File: src/hdl/crce_pkg.sv
// ----------------------------------------------------------------------------
// crce_pkg
// shared types, register indexes and helper functions of the crc engine
// ----------------------------------------------------------------------------
package crce_pkg;

    localparam int CRC_BITS      = 32;
    localparam int DEF_MAX_WIDTH = 32;
    localparam int MIN_WIDTH     = 8;
    localparam int SHIFT_BITS    = 5;
    localparam int IDX_BITS      = 3;

    localparam logic [IDX_BITS-1:0] REG_CRC_WIDTH   = 3'd0;
    localparam logic [IDX_BITS-1:0] REG_POLYNOMIAL  = 3'd1;
    localparam logic [IDX_BITS-1:0] REG_REFLECT_IN  = 3'd2;
    localparam logic [IDX_BITS-1:0] REG_REFLECT_OUT = 3'd3;
    localparam logic [IDX_BITS-1:0] REG_FINAL_XOR   = 3'd4;

    localparam logic [5:0]          RST_CRC_WIDTH   = 6'd16;
    localparam logic [CRC_BITS-1:0] RST_POLYNOMIAL  = 32'h0000_8005;

    typedef struct packed {
        logic [5:0]          crc_width;
        logic [CRC_BITS-1:0] polynomial;
        logic                reflect_in;
        logic                reflect_out;
        logic [CRC_BITS-1:0] final_xor;
    } crce_cfg_t;

    typedef struct packed {
        logic [7:0]          data_byte;
        logic                first_byte;
        logic                last_byte;
        logic [CRC_BITS-1:0] seed;
    } crce_item_t;

    function automatic logic [7:0] bitrev8(input logic [7:0] v);
        logic [7:0] r;
        for (int i = 0; i < 8; i++)
        begin
            r[i] = v[7-i];
        end
        return r;
    endfunction

    function automatic logic [CRC_BITS-1:0] bitrev32(input logic [CRC_BITS-1:0] v);
        logic [CRC_BITS-1:0] r;
        for (int i = 0; i < CRC_BITS; i++)
        begin
            r[i] = v[CRC_BITS-1-i];
        end
        return r;
    endfunction

    // left shift that places a width-w register at the top of 32 bits
    function automatic logic [SHIFT_BITS-1:0] width_shift(input logic [5:0] cw,
                                                          input logic [5:0] lim);
        logic [5:0] w;
        logic [5:0] s;
        w = cw;
        if (w < 6'(MIN_WIDTH))
        begin
            w = 6'(MIN_WIDTH);
        end
        if (w > lim)
        begin
            w = lim;
        end
        s = 6'(CRC_BITS) - w;
        return s[SHIFT_BITS-1:0];
    endfunction

endpackage

File: src/hdl/crce_ifs.sv
// ----------------------------------------------------------------------------
// crce channel interfaces
// message, result and configuration channels with valid/ready handshake
// ----------------------------------------------------------------------------
interface crce_msg_if;
    logic        valid;
    logic        ready;
    logic [7:0]  data_byte;
    logic        first_byte;
    logic        last_byte;
    logic [31:0] seed;

    modport source (output valid, data_byte, first_byte, last_byte, seed, input ready);
    modport sink   (input valid, data_byte, first_byte, last_byte, seed, output ready);
endinterface

interface crce_res_if;
    logic        valid;
    logic        ready;
    logic [31:0] crc_value;

    modport source (output valid, crc_value, input ready);
    modport sink   (input valid, crc_value, output ready);
endinterface

interface crce_cfg_if;
    logic        valid;
    logic        ready;
    logic [2:0]  index;
    logic [31:0] data;

    modport source (output valid, index, data, input ready);
    modport sink   (input valid, index, data, output ready);
endinterface

File: src/hdl/crce_front.sv
// ----------------------------------------------------------------------------
// crce_front
// accepts message bytes, applies input reflection and queues them (2 deep)
// ----------------------------------------------------------------------------
module crce_front
    import crce_pkg::*;
(
    input  logic        clk,
    input  logic        rst_n,
    input  crce_cfg_t   cfg_regs,
    crce_msg_if.sink    msg,
    output logic        q_valid,
    output crce_item_t  q_item,
    input  logic        q_ready
);

    crce_item_t mem [2];
    logic       wr_ptr_reg, wr_ptr_next;
    logic       rd_ptr_reg, rd_ptr_next;
    logic [1:0] count_reg, count_next;
    logic       push, pop;
    crce_item_t item_in;

    assign msg.ready = (count_reg != 2'd2);
    assign q_valid   = (count_reg != 2'd0);
    assign q_item    = mem[rd_ptr_reg];
    assign push      = msg.valid && msg.ready;
    assign pop       = q_valid && q_ready;

    always_comb
    begin
        item_in.data_byte  = cfg_regs.reflect_in ? bitrev8(msg.data_byte) : msg.data_byte;
        item_in.first_byte = msg.first_byte;
        item_in.last_byte  = msg.last_byte;
        item_in.seed       = msg.seed;
    end

    always_comb
    begin
        wr_ptr_next = push ? ~wr_ptr_reg : wr_ptr_reg;
        rd_ptr_next = pop ? ~rd_ptr_reg : rd_ptr_reg;
        count_next  = count_reg + {1'b0, push} - {1'b0, pop};
    end

    always_ff @(posedge clk)
    begin
        if (push)
        begin
            mem[wr_ptr_reg] <= item_in;
        end
    end

    always_ff @(posedge clk or negedge rst_n)
    begin
        if (!rst_n)
        begin
            wr_ptr_reg <= 1'b0;
            rd_ptr_reg <= 1'b0;
            count_reg  <= 2'd0;
        end
        else
        begin
            wr_ptr_reg <= wr_ptr_next;
            rd_ptr_reg <= rd_ptr_next;
            count_reg  <= count_next;
        end
    end

endmodule

File: src/hdl/crce_back.sv
// ----------------------------------------------------------------------------
// crce_back
// byte-wide crc update in top-aligned form, result shaping and output register
// ----------------------------------------------------------------------------
module crce_back
    import crce_pkg::*;
(
    input  logic                  clk,
    input  logic                  rst_n,
    input  crce_cfg_t             cfg_regs,
    input  logic [SHIFT_BITS-1:0] shift,
    input  logic                  q_valid,
    input  crce_item_t            q_item,
    output logic                  q_ready,
    crce_res_if.source            res
);

    logic [CRC_BITS-1:0] crc_reg, crc_next;
    logic                a_valid_reg, a_valid_next;
    logic [CRC_BITS-1:0] a_al_reg;
    logic                o_valid_reg, o_valid_next;
    logic [CRC_BITS-1:0] o_crc_reg, o_crc_next;
    logic                o_ready, a_ready, step;
    logic [CRC_BITS-1:0] poly_al, x_al, shaped, mask;

    assign o_ready = !o_valid_reg || res.ready;
    assign a_ready = !a_valid_reg || o_ready;
    assign q_ready = !q_item.last_byte || a_ready;
    assign step    = q_valid && q_ready;

    assign poly_al = cfg_regs.polynomial << shift;
    assign mask    = {CRC_BITS{1'b1}} >> shift;

    // eight shift steps on the top-aligned register
    always_comb
    begin
        x_al = (q_item.first_byte ? q_item.seed : crc_reg) << shift;
        x_al = x_al ^ {q_item.data_byte, {(CRC_BITS-8){1'b0}}};
        for (int k = 0; k < 8; k++)
        begin
            x_al = x_al[CRC_BITS-1] ? ((x_al << 1) ^ poly_al) : (x_al << 1);
        end
        crc_next = step ? (x_al >> shift) : crc_reg;
    end

    always_comb
    begin
        a_valid_next = a_ready ? (q_valid && q_item.last_byte) : a_valid_reg;
        shaped       = cfg_regs.reflect_out ? bitrev32(a_al_reg) : (a_al_reg >> shift);
        o_valid_next = o_ready ? a_valid_reg : o_valid_reg;
        o_crc_next   = (shaped ^ cfg_regs.final_xor) & mask;
    end

    always_ff @(posedge clk)
    begin
        if (a_ready && step)
        begin
            a_al_reg <= x_al;
        end
        if (o_ready && a_valid_reg)
        begin
            o_crc_reg <= o_crc_next;
        end
    end

    always_ff @(posedge clk or negedge rst_n)
    begin
        if (!rst_n)
        begin
            crc_reg     <= '0;
            a_valid_reg <= 1'b0;
            o_valid_reg <= 1'b0;
        end
        else
        begin
            crc_reg     <= crc_next;
            a_valid_reg <= a_valid_next;
            o_valid_reg <= o_valid_next;
        end
    end

    assign res.valid     = o_valid_reg;
    assign res.crc_value = o_crc_reg;

endmodule

File: src/hdl/parameterized_crc_engine.sv
// ----------------------------------------------------------------------------
// parameterized_crc_engine
// byte-serial crc of configurable width, polynomial, reflection and final xor
//
//   channel | dir | payload                                   | transaction
//   msg     | in  | data_byte, first_byte, last_byte, seed    | valid & ready
//   res     | out | crc_value                                 | valid & ready
//   cfg     | in  | index, data                               | valid & ready
//
// one byte per cycle while the queue has room; the front queue and the output
// stages keep the stream moving while a result waits. the 8-step register update
// is combinational. a last byte passes the queue, the update into the aligned
// register, then shaping into the output register, before reaching the port.
// reset clears the crc register and loads the default configuration.
// a stalled result holds the back only on a last byte; other bytes flow on.
// ----------------------------------------------------------------------------
module parameterized_crc_engine
    import crce_pkg::*;
#(
    parameter int MAX_WIDTH = DEF_MAX_WIDTH
)
(
    input  logic       clk,
    input  logic       rst_n,
    crce_cfg_if.sink   cfg,
    crce_msg_if.sink   msg,
    crce_res_if.source res
);

    localparam int WIDTH_LIMIT = (MAX_WIDTH < CRC_BITS) ? MAX_WIDTH : CRC_BITS;

    crce_cfg_t             cfg_reg, cfg_next;
    logic [SHIFT_BITS-1:0] shift;
    logic                  q_valid, q_ready;
    crce_item_t            q_item;

    assign cfg.ready = 1'b1;
    assign shift     = width_shift(cfg_reg.crc_width, 6'(WIDTH_LIMIT));

    always_comb
    begin
        cfg_next = cfg_reg;
        if (cfg.valid)
        begin
            unique case (cfg.index)
                REG_CRC_WIDTH:   cfg_next.crc_width   = cfg.data[5:0];
                REG_POLYNOMIAL:  cfg_next.polynomial  = cfg.data;
                REG_REFLECT_IN:  cfg_next.reflect_in  = cfg.data[0];
                REG_REFLECT_OUT: cfg_next.reflect_out = cfg.data[0];
                REG_FINAL_XOR:   cfg_next.final_xor   = cfg.data;
                default:         cfg_next = cfg_reg;
            endcase
        end
    end

    always_ff @(posedge clk or negedge rst_n)
    begin
        if (!rst_n)
        begin
            cfg_reg.crc_width   <= RST_CRC_WIDTH;
            cfg_reg.polynomial  <= RST_POLYNOMIAL;
            cfg_reg.reflect_in  <= 1'b1;
            cfg_reg.reflect_out <= 1'b1;
            cfg_reg.final_xor   <= '0;
        end
        else
        begin
            cfg_reg <= cfg_next;
        end
    end

    crce_front u_front (
        .clk      (clk),
        .rst_n    (rst_n),
        .cfg_regs (cfg_reg),
        .msg      (msg),
        .q_valid  (q_valid),
        .q_item   (q_item),
        .q_ready  (q_ready)
    );

    crce_back u_back (
        .clk      (clk),
        .rst_n    (rst_n),
        .cfg_regs (cfg_reg),
        .shift    (shift),
        .q_valid  (q_valid),
        .q_item   (q_item),
        .q_ready  (q_ready),
        .res      (res)
    );

    // a full front queue always has work for the back
    assert property (@(posedge clk) disable iff (!rst_n) !msg.ready |-> q_valid)
        else $error("front stalls with an empty queue");

    // the back holds a queued byte only when it ends a message
    assert property (@(posedge clk) disable iff (!rst_n)
        (q_valid && !q_ready) |-> q_item.last_byte)
        else $error("back stalls on a byte that gives no result");

    // a held queue entry stays until taken
    assert property (@(posedge clk) disable iff (!rst_n)
        (q_valid && !q_ready) |=> (q_valid && $stable(q_item)))
        else $error("queued byte lost while back stalled");

endmodule

File: src/flat_wrapper.sv
// flat-port wrapper written by rule: the top's interface ports become plain ports
module parameterized_crc_engine_flat import crce_pkg::*;
#(
    parameter int MAX_WIDTH = DEF_MAX_WIDTH
)
  (clk, rst_n, cfg_valid, cfg_index, cfg_data, cfg_ready, msg_valid, msg_data_byte, msg_first_byte, msg_last_byte, msg_seed, msg_ready, res_valid, res_crc_value, res_ready);
  crce_cfg_if cfg_i ();
  crce_msg_if msg_i ();
  crce_res_if res_i ();
  input  logic clk;
  input  logic rst_n;
  input wire logic [$bits(cfg_i.valid)-1:0] cfg_valid;
  input wire logic [$bits(cfg_i.index)-1:0] cfg_index;
  input wire logic [$bits(cfg_i.data)-1:0] cfg_data;
  output wire logic [$bits(cfg_i.ready)-1:0] cfg_ready;
  input wire logic [$bits(msg_i.valid)-1:0] msg_valid;
  input wire logic [$bits(msg_i.data_byte)-1:0] msg_data_byte;
  input wire logic [$bits(msg_i.first_byte)-1:0] msg_first_byte;
  input wire logic [$bits(msg_i.last_byte)-1:0] msg_last_byte;
  input wire logic [$bits(msg_i.seed)-1:0] msg_seed;
  output wire logic [$bits(msg_i.ready)-1:0] msg_ready;
  output wire logic [$bits(res_i.valid)-1:0] res_valid;
  output wire logic [$bits(res_i.crc_value)-1:0] res_crc_value;
  input wire logic [$bits(res_i.ready)-1:0] res_ready;
  assign cfg_i.valid = cfg_valid;
  assign cfg_i.index = cfg_index;
  assign cfg_i.data = cfg_data;
  assign cfg_ready = cfg_i.ready;
  assign msg_i.valid = msg_valid;
  assign msg_i.data_byte = msg_data_byte;
  assign msg_i.first_byte = msg_first_byte;
  assign msg_i.last_byte = msg_last_byte;
  assign msg_i.seed = msg_seed;
  assign msg_ready = msg_i.ready;
  assign res_valid = res_i.valid;
  assign res_crc_value = res_i.crc_value;
  assign res_i.ready = res_ready;
  parameterized_crc_engine #(.MAX_WIDTH(MAX_WIDTH)) u_core (.clk(clk), .rst_n(rst_n), .cfg(cfg_i), .msg(msg_i), .res(res_i));
endmodule
File: config.mk
export PLATFORM = sky130hd
export DESIGN_NAME = parameterized_crc_engine_flat
export DESIGN_NICKNAME = d
export VERILOG_FILES = /design/src/hdl/crce_pkg.sv /design/src/hdl/crce_ifs.sv /design/src/hdl/crce_front.sv /design/src/hdl/crce_back.sv /design/src/hdl/parameterized_crc_engine.sv /design/src/flat_wrapper.sv
export SDC_FILE = /design/constraint.sdc
export NUM_CORES = 1
export LEC_CHECK = 0
export ABC_AREA = 1
export BUFFER_PORTS_ARGS = -buffer_cell sky130_fd_sc_hd__buf_2
export CAP_MARGIN = 0
export CORE_UTILIZATION = 25
export DETAILED_ROUTE_END_ITERATION = 12
export GPL_TIMING_DRIVEN = 1
export SYNTH_ARGS = -nofsm -noshare
export SYNTH_HDL_FRONTEND = slang
export SYNTH_SLANG_ARGS = --single-unit
File: constraint.sdc
create_clock -name clk -period 10.3 [get_ports clk]
set_clock_uncertainty 0.1 [all_clocks]
set_input_delay 1.03 -clock clk [delete_from_list [all_inputs] [get_ports clk]]
set_output_delay 1.03 -clock clk [all_outputs]
set_load 0.005 [all_outputs]
==> out/results.txt <==
RSZ-0062 raised after global routing - false
Pin count of the biggest net entering global routing - 78
Sequential area share after synthesis - 0.320
Synth cell types - 58
Final worst-path cycle share - 0.816
Highest metal used - met4
CP max-delay cell - dfrtp_1
Drt drc - 0
Die ar. - 91300 sq um
Crit path launch type - flip-flop
Crit path DAT - 8.76 ns
Top FF cell, synth - edfxtp_1
Synth warn - 0
Fraction of layout cells with a size suffix above 1 - 0.0847
Yosys reg bits - 258
Die W - 302 um
Highest clock rate - 119 MHz
Via count - 23900
Cells after synthesis - 3544
Inserted Diodes - 0
Avg Inst Size Synth - 6.36 sq um
Total congestion overflow - 0
Top Ports - 117
Vias in the first global route - 22200
Synthesized net count - 3632
# resized after CTS - 0
Number of H-tree levels - 1
Root Driver - clkbuf_16
Most frequent cells after synthesis - nand2_1, nand3_1, inv_1
Die H - 302 um
Area contributors post-synth - nand2_1, edfxtp_1, nand3_1
First-pass GRT wire length - 136 mm
Minimum clock period - 8.41 ns
TritonCTS sink count - 258
Max reg flops - 84
Metal2 WL - 39.6 mm
Number of vias per cell - 5.09
Number of synthesized flops with an enable pin - 148
CP max stage delay - 0.45 ns
Outcome - complete, no violations
Area delta synth->final - 10.4%
Total CTS buffers - 26
Final ANT Viol Nets - 0
CTS Hold Bufs - 0
Worst slew pin tran - 1.20 ns
Critical path class - reg -> reg
Nets - 3609
Number of detailed-route iterations in the first pass - 7
# setup viols final - 0
Synth top area share - 0.204
Clock Latency Late Sink - 0.58 ns
Post-DP Area - 24100 sq um
Clock slew at reported path FFs - 0.07 ns
DRT iter0 DRCs - 2759
Worst endpoint required time - 10.66 ns
PortBufs - 115
Async set-or-reset flop fraction in the synthesized netlist - 0.426
Global Route Usage Sum - 0.193
Count leader, synth - nand2_1
Max-Cap Viols - 0
Metal3 WL - 7.57 mm
Standard-cell rows - 109
WL met1 - 38.6 mm
Longest Clk Path Bufs - 3
HP Class - in -> async
Area leader, netlist - nand2_1
CP dominant cell by count - nand3_1
Mapped Area - 22500 sq um
Initial Utilization - 0.254
Hold Vio Cnt, Final - 0
Critical path fanouts, max - 35
Worst slew margin - 0.201
Final WL - 89.2 mm
Final count of pins violating max slew - 0
DPL Wire Length - 67.3 mm
Setup Fix Bufs, Post-CTS - 0
Core ar. - 88800 sq um
CP endpoint kind - flip-flop
Setup TNS - 0 ns
Wire per inst - 19.0 um
Final non-filler cell area - 24900 sq um
RePlAce Congestion - 1.00
TritonCTS clock tree - built
Initial antenna violation count - 0
[path summary, 6_finish.rpt]
kind / startpoint / endpoint / slack, ns / cells after the start
worst max-delay path: u_core.cfg_reg[71] / u_core.u_back.crc_reg[9] / 1.89 / 43
worst min-delay path: rst_n / u_core.u_back.crc_reg[18] / 0.32 / 1
worst max register to register: u_core.cfg_reg[71] / u_core.u_back.crc_reg[9] / 1.89 / 43
worst min register to register: u_core.cfg_reg[47] / u_core.cfg_reg[47] / 0.39 / 2
max in group asynchronous: rst_n / u_core.cfg_reg[16] / 8.40 / 2
min in group clk: u_core.cfg_reg[47] / u_core.cfg_reg[47] / 0.39 / 2
[stage by stage]
step           worst slack [ns]  utilization  cells  hold slack (ns)
6_report                   1.89        0.280   4705            0.320
3_5_place_dp               2.09        0.271   4658            0.368
5_1_grt                    1.10        0.280   4705            0.352
4_1_cts                    2.08        0.280   4705            0.328
3_3_place_gp               2.17        0.271   4658            0.370
2_1_floorplan              3.67            -   3544            0.333
[placed cells by master, fill, tap and decap left out, types with 27 or more instances in the layout]
cell type / n
buf_4: 53
o21ai_0: 261
buf_2: 114
o22ai_1: 27
xor2_1: 58
dfrtp_1: 104
xnor2_1: 75
a21oi_1: 35
nand2_1: 1223
nand3_1: 702
edfxtp_1: 148
o21ai_1: 43
nor2_1: 135
clkbuf_16: 27
inv_1: 317
[critical path, delay by kind of cell (launching register included)]
kind          cells  cell delay [ns]
fa+ha+maj         2             0.66
simple gates     34             6.14
buf+inv           7             0.91
flops             1             0.45
[kinds of logic (layout without fill, tap and decap cells)]
family | Yosys count | after routing | share of synthesized area
simple gates | 2156 | 2156 | 0.413
xor+xnor | 135 | 135 | 0.0542
compound gates | 424 | 424 | 0.103
mux | 5 | 5 | 0.00222
buf+inv | 559 | 555 | 0.104
flops | 258 | 258 | 0.320
other cells | 1 | 1 | 0.000166
fa+ha+maj | 6 | 6 | 0.00333
[area by class of cell]
| type | count | area, sq um |
|---|---|---|
| well taps | 1165 | 1460 |
| flip-flops and latches | 258 | 7200 |
| clock inverters | 13 | 83.8 |
| inverters | 335 | 1260 |
| fillers | 9930 | 63900 |
| clock buffers | 34 | 723 |
| multi-input cells | 2727 | 13100 |
| repair buffers | 173 | 1090 |
[metal layers]
| layer | global-route usage | vias up |
|---|---|---|
| met5 | 0 | - |
| met1 | 0.262 | 11200 |
| met2 | 0.305 | 1035 |
| met4 | 0.0681 | 0 |
| met3 | 0.0346 | 189 |
| li1 | - | 11500 |
Power is not shown: default switching activity piles up to over one toggle a cycle in this logic, so the estimate is an artifact.
